`src/pica_pkg.sv`:
```
// -----------------------------------------------------------------------------
// PI controller package
// Widths, limits, codes and shared types of the PI controller with
// integrator clamp.
// -----------------------------------------------------------------------------
`timescale 1ns / 1ps

package pica_pkg;

   localparam int GAIN_W      = 21;
   localparam int ERR_W       = 16;
   localparam int PRESET_W    = 13;
   localparam int OUT_W       = 13;
   localparam int CSR_IDX_W   = 2;

   localparam int SCALE_SHIFT = 14;
   localparam int SCALE       = 1 << SCALE_SHIFT;
   localparam int MAX_ERROR   = 100;
   localparam int MAX_OUTPUT  = 5000;

   localparam int ERRC_W      = 8;
   localparam int PROD_W      = GAIN_W + ERRC_W;
   localparam int INTEG_W     = 28;
   localparam int SUM_W       = PROD_W + 1;

   localparam logic signed [ERR_W-1:0]   ERR_HI   = ERR_W'(MAX_ERROR);
   localparam logic signed [ERR_W-1:0]   ERR_LO   = -ERR_W'(MAX_ERROR);
   localparam logic signed [ERRC_W-1:0]  ERRC_HI  = ERRC_W'(MAX_ERROR);
   localparam logic signed [ERRC_W-1:0]  ERRC_LO  = -ERRC_W'(MAX_ERROR);
   localparam logic signed [SUM_W-1:0]   SUM_LIM  = SUM_W'(MAX_OUTPUT * SCALE);
   localparam logic signed [INTEG_W-1:0] INTEG_LIM = INTEG_W'(MAX_OUTPUT * SCALE);
   localparam logic [PRESET_W-1:0]       PRESET_MAX = PRESET_W'(MAX_OUTPUT);
   localparam logic [OUT_W-1:0]          OUT_MAX    = OUT_W'(MAX_OUTPUT);
   localparam int                        QUOT_W     = SUM_W - SCALE_SHIFT;
   localparam logic [QUOT_W-1:0]         QUOT_MAX   = QUOT_W'(MAX_OUTPUT);

   typedef enum logic {
      OP_STEP   = 1'b0,
      OP_PRESET = 1'b1
   } op_type;

   localparam logic [CSR_IDX_W-1:0] REG_P_GAIN = CSR_IDX_W'(0);
   localparam logic [CSR_IDX_W-1:0] REG_I_GAIN = CSR_IDX_W'(1);

   typedef struct packed {
      logic [GAIN_W-1:0] p_gain;
      logic [GAIN_W-1:0] i_gain;
   } gains_type;

endpackage

```
`src/pica_if.sv`:
```
// -----------------------------------------------------------------------------
// PI controller channels
// Valid/ready channels for request words, response words and register writes.
// -----------------------------------------------------------------------------
`timescale 1ns / 1ps

interface pica_req_if import pica_pkg::*; ();
   logic                valid;
   logic                ready;
   op_type              operation;
   logic [ERR_W-1:0]    error;
   logic [PRESET_W-1:0] preset_value;

   modport source (output valid, operation, error, preset_value, input ready);
   modport sink   (input valid, operation, error, preset_value, output ready);
endinterface

interface pica_rsp_if import pica_pkg::*; ();
   logic             valid;
   logic             ready;
   logic [OUT_W-1:0] drive_value;

   modport source (output valid, drive_value, input ready);
   modport sink   (input valid, drive_value, output ready);
endinterface

interface pica_csr_if import pica_pkg::*; ();
   logic                 valid;
   logic                 ready;
   logic [CSR_IDX_W-1:0] index;
   logic [GAIN_W-1:0]    data;

   modport source (output valid, index, data, input ready);
   modport sink   (input valid, index, data, output ready);
endinterface

```
`src/pica_csr.sv`:
```
// -----------------------------------------------------------------------------
// PI controller gain registers
// Holds the proportional and integral gains written through the register port.
// -----------------------------------------------------------------------------
`timescale 1ns / 1ps

module pica_csr import pica_pkg::*; (
   input  logic       clock,
   input  logic       reset,
   pica_csr_if.sink   csr_ch,
   output gains_type  gains
);

   gains_type gains_ff;
   gains_type gains_in;

   assign csr_ch.ready = 1'b1;

   always_comb begin
      gains_in = gains_ff;
      if (csr_ch.valid) begin
         case (csr_ch.index)
            REG_P_GAIN: gains_in.p_gain = csr_ch.data;
            REG_I_GAIN: gains_in.i_gain = csr_ch.data;
            default:    gains_in = gains_ff;
         endcase
      end
   end

   always_ff @(posedge clock) begin
      if (reset) begin
         gains_ff <= '0;
      end else begin
         gains_ff <= gains_in;
      end
   end

   assign gains = gains_ff;

endmodule

```
`src/pica_core.sv`:
```
// -----------------------------------------------------------------------------
// PI controller datapath
// Input register, integrator with clamp, output scaling and response register.
// -----------------------------------------------------------------------------
`timescale 1ns / 1ps

module pica_core import pica_pkg::*; (
   input  logic       clock,
   input  logic       reset,
   input  gains_type  gains,
   pica_req_if.sink   req_ch,
   pica_rsp_if.source rsp_ch
);

   logic                      s1_valid_ff, s1_valid_in;
   op_type                    s1_op_ff;
   logic signed [ERRC_W-1:0]  s1_err_ff;
   logic [PRESET_W-1:0]       s1_preset_ff;
   logic signed [INTEG_W-1:0] integ_ff, integ_in;
   logic                      rsp_valid_ff, rsp_valid_in;
   logic [OUT_W-1:0]          drive_ff;

   logic                      s1_advance;
   logic                      req_take;
   logic signed [ERRC_W-1:0]  err_clamped;
   logic [PRESET_W-1:0]       preset_clamped;
   logic signed [PROD_W-1:0]  p_term;
   logic signed [PROD_W-1:0]  i_term;
   logic signed [SUM_W-1:0]   integ_sum;
   logic signed [INTEG_W-1:0] integ_step;
   logic signed [INTEG_W-1:0] integ_preset;
   logic signed [SUM_W-1:0]   out_sum;
   logic [QUOT_W-1:0]         quot;
   logic [OUT_W-1:0]          drive_next;

   assign s1_advance   = s1_valid_ff &&
                         (s1_op_ff == OP_PRESET || !rsp_valid_ff || rsp_ch.ready);
   assign req_ch.ready = !s1_valid_ff || s1_advance;
   assign req_take     = req_ch.valid && req_ch.ready;
   assign s1_valid_in  = req_take || (s1_valid_ff && !s1_advance);

   always_comb begin
      if ($signed(req_ch.error) > ERR_HI) begin
         err_clamped = ERRC_HI;
      end else if ($signed(req_ch.error) < ERR_LO) begin
         err_clamped = ERRC_LO;
      end else begin
         err_clamped = req_ch.error[ERRC_W-1:0];
      end
      if (req_ch.preset_value > PRESET_MAX) begin
         preset_clamped = PRESET_MAX;
      end else begin
         preset_clamped = req_ch.preset_value;
      end
   end

   always_comb begin
      p_term       = PROD_W'($signed(gains.p_gain)) * PROD_W'(s1_err_ff);
      i_term       = PROD_W'($signed(gains.i_gain)) * PROD_W'(s1_err_ff);
      integ_sum    = SUM_W'(integ_ff) + SUM_W'(i_term);
      integ_preset = INTEG_W'(s1_preset_ff) << SCALE_SHIFT;
      if (integ_sum > SUM_LIM) begin
         integ_step = INTEG_LIM;
      end else if (integ_sum < -SUM_LIM) begin
         integ_step = -INTEG_LIM;
      end else begin
         integ_step = integ_sum[INTEG_W-1:0];
      end
      out_sum = SUM_W'(p_term) + SUM_W'(integ_step);
      quot    = out_sum[SUM_W-1:SCALE_SHIFT];
      if (out_sum < 0) begin
         drive_next = '0;
      end else if (quot > QUOT_MAX) begin
         drive_next = OUT_MAX;
      end else begin
         drive_next = quot[OUT_W-1:0];
      end
      integ_in = integ_ff;
      if (s1_advance) begin
         if (s1_op_ff == OP_PRESET) begin
            integ_in = integ_preset;
         end else begin
            integ_in = integ_step;
         end
      end
      if (s1_advance && s1_op_ff == OP_STEP) begin
         rsp_valid_in = 1'b1;
      end else if (rsp_ch.ready) begin
         rsp_valid_in = 1'b0;
      end else begin
         rsp_valid_in = rsp_valid_ff;
      end
   end

   always_ff @(posedge clock) begin
      if (reset) begin
         s1_valid_ff  <= 1'b0;
         rsp_valid_ff <= 1'b0;
         integ_ff     <= '0;
      end else begin
         s1_valid_ff  <= s1_valid_in;
         rsp_valid_ff <= rsp_valid_in;
         integ_ff     <= integ_in;
      end
      if (req_take) begin
         s1_op_ff     <= req_ch.operation;
         s1_err_ff    <= err_clamped;
         s1_preset_ff <= preset_clamped;
      end
      if (s1_advance && s1_op_ff == OP_STEP) begin
         drive_ff <= drive_next;
      end
   end

   assign rsp_ch.valid       = rsp_valid_ff;
   assign rsp_ch.drive_value = drive_ff;

   integ_in_range: assert property (@(posedge clock) disable iff (reset)
      integ_ff <= INTEG_LIM && integ_ff >= -INTEG_LIM)
      else $error("Integrator outside its clamp range.");

   drive_in_range: assert property (@(posedge clock) disable iff (reset)
      rsp_valid_ff |-> drive_ff <= OUT_MAX)
      else $error("Drive value above the output limit.");

   preset_loads: assert property (@(posedge clock) disable iff (reset)
      (s1_advance && s1_op_ff == OP_PRESET) |=> integ_ff == $past(integ_preset))
      else $error("Preset word did not load the integrator.");

   stall_holds_word: assert property (@(posedge clock) disable iff (reset)
      !req_ch.ready |-> (s1_valid_ff && s1_op_ff == OP_STEP && rsp_valid_ff))
      else $error("Request side stalled without a blocked step word.");

endmodule

```
`src/pi_controller_antiwindup.sv`:
```
// -----------------------------------------------------------------------------
// PI controller with integrator clamp
// Fixed-point PI controller whose integrator saturates at the output range.
// -----------------------------------------------------------------------------
// The block takes one request word per clock cycle unless a step word is held
// by a stalled response. A step word is captured with its error clamped into
// the input register; the gains, integrator update, scaling and output clamp
// are then worked out combinationally into the response register, from which
// it is presented, at one word per cycle. A preset word loads the integrator
// and produces no response. The user must write gains through the register
// port while the block is idle; the block itself does not enforce this.
`timescale 1ns / 1ps

module pi_controller_antiwindup import pica_pkg::*; (
   input  logic       clock,
   input  logic       reset,
   pica_req_if.sink   req_ch,
   pica_rsp_if.source rsp_ch,
   pica_csr_if.sink   csr_ch
);

   gains_type gains;

   pica_csr u_csr (
      .clock  (clock),
      .reset  (reset),
      .csr_ch (csr_ch),
      .gains  (gains)
   );

   pica_core u_core (
      .clock  (clock),
      .reset  (reset),
      .gains  (gains),
      .req_ch (req_ch),
      .rsp_ch (rsp_ch)
   );

endmodule
```
`src/flat_wrapper.sv`:
```
// flat-port wrapper written by rule: the top's interface ports become plain ports
module pi_controller_antiwindup_flat import pica_pkg::*;
  (clock, reset, req_ch_valid, req_ch_operation, req_ch_error, req_ch_preset_value, req_ch_ready, rsp_ch_valid, rsp_ch_drive_value, rsp_ch_ready, csr_ch_valid, csr_ch_index, csr_ch_data, csr_ch_ready);
  pica_req_if req_ch_i ();
  pica_rsp_if rsp_ch_i ();
  pica_csr_if csr_ch_i ();
  input  logic clock;
  input  logic reset;
  input wire logic [$bits(req_ch_i.valid)-1:0] req_ch_valid;
  input wire logic [$bits(req_ch_i.operation)-1:0] req_ch_operation;
  input wire logic [$bits(req_ch_i.error)-1:0] req_ch_error;
  input wire logic [$bits(req_ch_i.preset_value)-1:0] req_ch_preset_value;
  output wire logic [$bits(req_ch_i.ready)-1:0] req_ch_ready;
  output wire logic [$bits(rsp_ch_i.valid)-1:0] rsp_ch_valid;
  output wire logic [$bits(rsp_ch_i.drive_value)-1:0] rsp_ch_drive_value;
  input wire logic [$bits(rsp_ch_i.ready)-1:0] rsp_ch_ready;
  input wire logic [$bits(csr_ch_i.valid)-1:0] csr_ch_valid;
  input wire logic [$bits(csr_ch_i.index)-1:0] csr_ch_index;
  input wire logic [$bits(csr_ch_i.data)-1:0] csr_ch_data;
  output wire logic [$bits(csr_ch_i.ready)-1:0] csr_ch_ready;
  assign req_ch_i.valid = req_ch_valid;
  assign req_ch_i.operation = req_ch_operation;
  assign req_ch_i.error = req_ch_error;
  assign req_ch_i.preset_value = req_ch_preset_value;
  assign req_ch_ready = req_ch_i.ready;
  assign rsp_ch_valid = rsp_ch_i.valid;
  assign rsp_ch_drive_value = rsp_ch_i.drive_value;
  assign rsp_ch_i.ready = rsp_ch_ready;
  assign csr_ch_i.valid = csr_ch_valid;
  assign csr_ch_i.index = csr_ch_index;
  assign csr_ch_i.data = csr_ch_data;
  assign csr_ch_ready = csr_ch_i.ready;
  pi_controller_antiwindup u_core (.clock(clock), .reset(reset), .req_ch(req_ch_i), .rsp_ch(rsp_ch_i), .csr_ch(csr_ch_i));
endmodule
```
`config.mk`:
```
export PLATFORM = sky130hd
export DESIGN_NAME = pi_controller_antiwindup_flat
export DESIGN_NICKNAME = d
export VERILOG_FILES = /design/src/pica_pkg.sv /design/src/pica_if.sv /design/src/pica_csr.sv /design/src/pica_core.sv /design/src/pi_controller_antiwindup.sv /design/src/flat_wrapper.sv
export SDC_FILE = /design/constraint.sdc
export NUM_CORES = 1
export LEC_CHECK = 0
export ABC_AREA = 1
export BUFFER_PORTS_ARGS = -buffer_cell sky130_fd_sc_hd__buf_2
export CAP_MARGIN = 15
export CORE_MARGIN = 2
export CORE_UTILIZATION = 59
export DETAILED_ROUTE_END_ITERATION = 7
export HOLD_SLACK_MARGIN = 0.15
export MAX_ROUTING_LAYER = met4
export PLACE_DENSITY = 0.77
export REMOVE_ABC_BUFFERS = 1
export SLEW_MARGIN = 20
export SYNTH_ARGS = -nofsm -noshare
export SYNTH_HDL_FRONTEND = slang
export SYNTH_SLANG_ARGS = --single-unit
```
`constraint.sdc`:
```
create_clock -name clock -period 18.8 [get_ports clock]
set_clock_uncertainty 0.15 [all_clocks]
set_input_delay 3.76 -clock clock [delete_from_list [all_inputs] [get_ports clock]]
set_output_delay 3.76 -clock clock [all_outputs]
set_load 0.1 [all_outputs]
```
==> summary.txt <==
STA
  – Setup TNS Final: 0 ns
  – Slew Limit Headroom: 0.290
  – Fmax: between 80 and 90 MHz
  – Worst slew pin tran: 1.06 ns
  – Fin crit period: 12.22 ns
  – Unrepaired setup endpoints after global routing: false
  – Max Slew Vio Count: 0
  – Final worst-path cycle share: 0.650
  – Final-report setup violation count: 0
  – Final Hold Vio Count: 0

Critical path
  – CP max stage cell: inv_1
  – Critical setup path kind: flop to flop
  – Element type at the critical path end: flop
  – Crit path DAT: 12.20 ns
  – Crit-path max cell delay: 0.63 ns
  – CP Max Fanout: 42
  – CP Launch Type: flop
  – Most frequent CP cell: nand2_1
  – CP required: between 15 and 20 ns

Clock tree
  – H-tree levels: 3
  – CTS tree: yes
  – Sink Count: 107
  – Clk root buf: clkbuf_16
  – Hold_buf cts: 0
  – Post-CTS Resized: 0
  – Inserted Clock Buffers: 9
  – Post-CTS Setup Inserts: 0
  – Clock latency on the worst-skew pair: 0.38 ns
  – Clock-pin slew on the worst setup and hold paths: 0.09 ns
  – Clk buf depth: 2

Die
  – I/O pin cnt: 74
  – Rows: 65
  – Starting density of the core: 0.599
  – Die Width: 183 microns
  – Die Area: 33,600 sq um
  – Die height: 183 microns
  – Area of the core: roughly 32,000 sq um

Global routing
  – GRT Total Usage: 0.308
  – Met1 Usage GRT: 0.405
  – Vias in the first global route: 16.3k
  – GR Overflow Total: 0
  – Initial antenna violation count: 1
  – Most used routing layer: met2
  – Met3 Use GR: 0.0383
  – First-pass GRT wire length: 79,500 microns
  – Largest net degree at the start of global routing: 44
  – Met2 Use GR: 0.500

Logic synthesis
  – Async set-reset flop share out of synthesis: 0
  – Cells after Synth: between 2k and 3k
  – Synth Area in Compound Gates: 0.0575
  – Mux cell area share after synthesis: 0
  – Syn avg cell area: 7.45 sq um
  – XOR/XNOR Fraction of Synth Area: 0.0120
  – Adder-Cell Fraction of Synth Area: 0.431
  – Simple-Gate Fraction of Synth Area: 0.224
  – Register area share after synthesis: 0.131
  – Register bit total from synthesis: 107
  – Main combinational cell family by area after synthesis: adder cells
  – Post-Syn Area: 19,000 sq um
  – Post-synthesis cell type count: 45
  – Main synth FF type: dfxtp_1
  – Syn. warnings: 0
  – Post-synth EDFFs: 35

Finish
  – Seq. cell area: 2490 sq um
  – Post-route cell area: 19,800 sq um
  – Fin cells: roughly 2.9k
  – Filler cells: between 2k and 3k
  – Final core occ: 0.627
  – Area growth from synthesis to layout: 4.57%
  – Multi-input gate area: 13,700 sq um
  – Layout cells sized above 1: 0.0627
  – Nets: between 3k and 4k

Drt
  – Routed Antenna Nets: 0
  – Detailed Route Iter0 Violations: around 1.3k
  – Via-per-instance ratio: approximately 5.4
  – Post-Route WL: 47,700 microns
  – Drt wl/cell: 16.2 microns
  – Drt pass-1 iters: 5
  – Vias: 15.9k
  – Remaining DRCs: 0

Placement
  – Placed wire-length estimate: 38,800 microns
  – RePlAce Congestion: 0.949
  – Placed cell count: 2,921
  – Placement Cell Area: 19,500 sq um
  – Port Buffer Count: 72

Hold path
  – Hold Crit Class: flop to flop

Outcome
  – Status: finished, final reports clean

Run
  – Maxcap violations: 0
layout by cell type, fill, tap and decap left out, types with 2 or more instances in the layout:
cell,instances
a211oi_1,2
a21o_1,3
a21oi_1,101
a31oi_1,6
and2_1,2
buf_2,72
buf_4,11
clkbuf_16,9
clkinv_1,2
clkinv_8,3
dfxtp_1,72
edfxtp_1,35
fa_1,331
ha_1,123
inv_1,612
inv_2,3
inv_8,2
nand2_1,657
nand2_2,14
nand3_1,64
nand3_2,4
nand3b_1,11
nand4_1,21
nor2_1,197
nor2_2,10
nor3_1,14
nor3_2,2
nor4_1,7
o211ai_1,6
o21a_1,2
o21ai_0,73
o221a_2,2
or2_2,22
xnor2_1,14
xor2_1,12
layer usage:
layer | wire length [microns] | vias up
met5 | 0 | -
met4 | 1720 | 0
met3 | 3660 | 101
met2 | 22600 | 668
met1 | 19700 | 7713
li1 | - | 7458
registers in the layout (all words and copies together), names as in the netlist:
signal                            count
u_core.u_csr.gains                   42
u_core.u_core.integ_ff               28
u_core.u_core.rsp_ch.drive_value     13
u_core.u_core.s1_preset_ff           13
u_core.u_core.s1_err_ff               8
u_core.u_core.rsp_ch.valid            1
u_core.u_core.s1_op_ff                1
u_core.u_core.s1_valid_ff             1
cells in the mapped netlist, types with 3 or more instances:
cell type	instances	area share
nand3b_1	11	0.0044
dfxtp_1	72	0.076
a21oi_1	101	0.027
a21o_1	3	0.0012
xnor2_1	14	0.0065
xor2_1	12	0.0055
nor4_1	7	0.0023
inv_1	613	0.12
nand2_2	14	0.0046
or2_2	22	0.0073
o211ai_1	6	0.0024
nor2_1	197	0.039
nand4_1	21	0.0069
nor2_2	10	0.0033
nand3_2	4	0.0021
nor3_1	14	0.0037
edfxtp_1	35	0.055
ha_1	123	0.081
clkbuf_1	106	0.021
o21ai_0	73	0.019
nand2_1	657	0.13
fa_1	331	0.35
a31oi_1	7	0.0023
nand3_1	64	0.017
critical path: cells and delay by family (launching register included):
kind | cells | cell delay (ns)
buffers and inverters | 5 | 1.67
AND/OR/NAND/NOR | 25 | 3.25
adder cells (fa/ha/maj) | 12 | 5.56
AO/OA/AOI/OAI | 4 | 0.98
flip-flops | 1 | 0.33
final cells by class:
type,count,share of cell area
Multi-Input combinational cell,1712,0.693
Sequential cell,107,0.126
Inverter,617,0.117
Tap cell,402,0.0254
Timing Repair Buffer,83,0.0223
Clock buffer,9,0.0114
Clock inverter,7,0.00486
Antenna cell,1,0.000126
stage by stage:
step	worst slack [ns]	hold slack [ns]
2_1_floorplan	8.18	0.289
6_report	6.58	0.318
4_1_cts	6.73	0.319
3_5_place_dp	6.80	0.306
5_1_grt	5.73	0.338
3_3_place_gp	7.07	0.304
logic make-up (layout without fill, tap and decap cells):
family | count (synthesis) | after routing
DFF | 107 | 107
and+or+nand+nor | 1028 | 1028
buffers and inverters | 727 | 716
adders and majority gates | 454 | 454
xor gates and xnor gates | 26 | 26
other | 1 | 2
AOI/OAI and AO/OA | 203 | 203
worst paths after layout:
kind	startpoint	endpoint	slack, ns	cells after the start
min reg2reg	u_core.u_core.integ_ff[12]	u_core.u_core.integ_ff[12]	0.32	2
min	u_core.u_core.integ_ff[12]	u_core.u_core.integ_ff[12]	0.32	2
max	u_core.u_core.s1_err_ff[0]	u_core.u_core.rsp_ch.drive_value[10]	6.58	46
max reg2reg	u_core.u_core.s1_err_ff[0]	u_core.u_core.rsp_ch.drive_value[10]	6.58	46
Power is not shown: default switching activity piles up to over one toggle a cycle in this logic, so the estimate is an artifact.
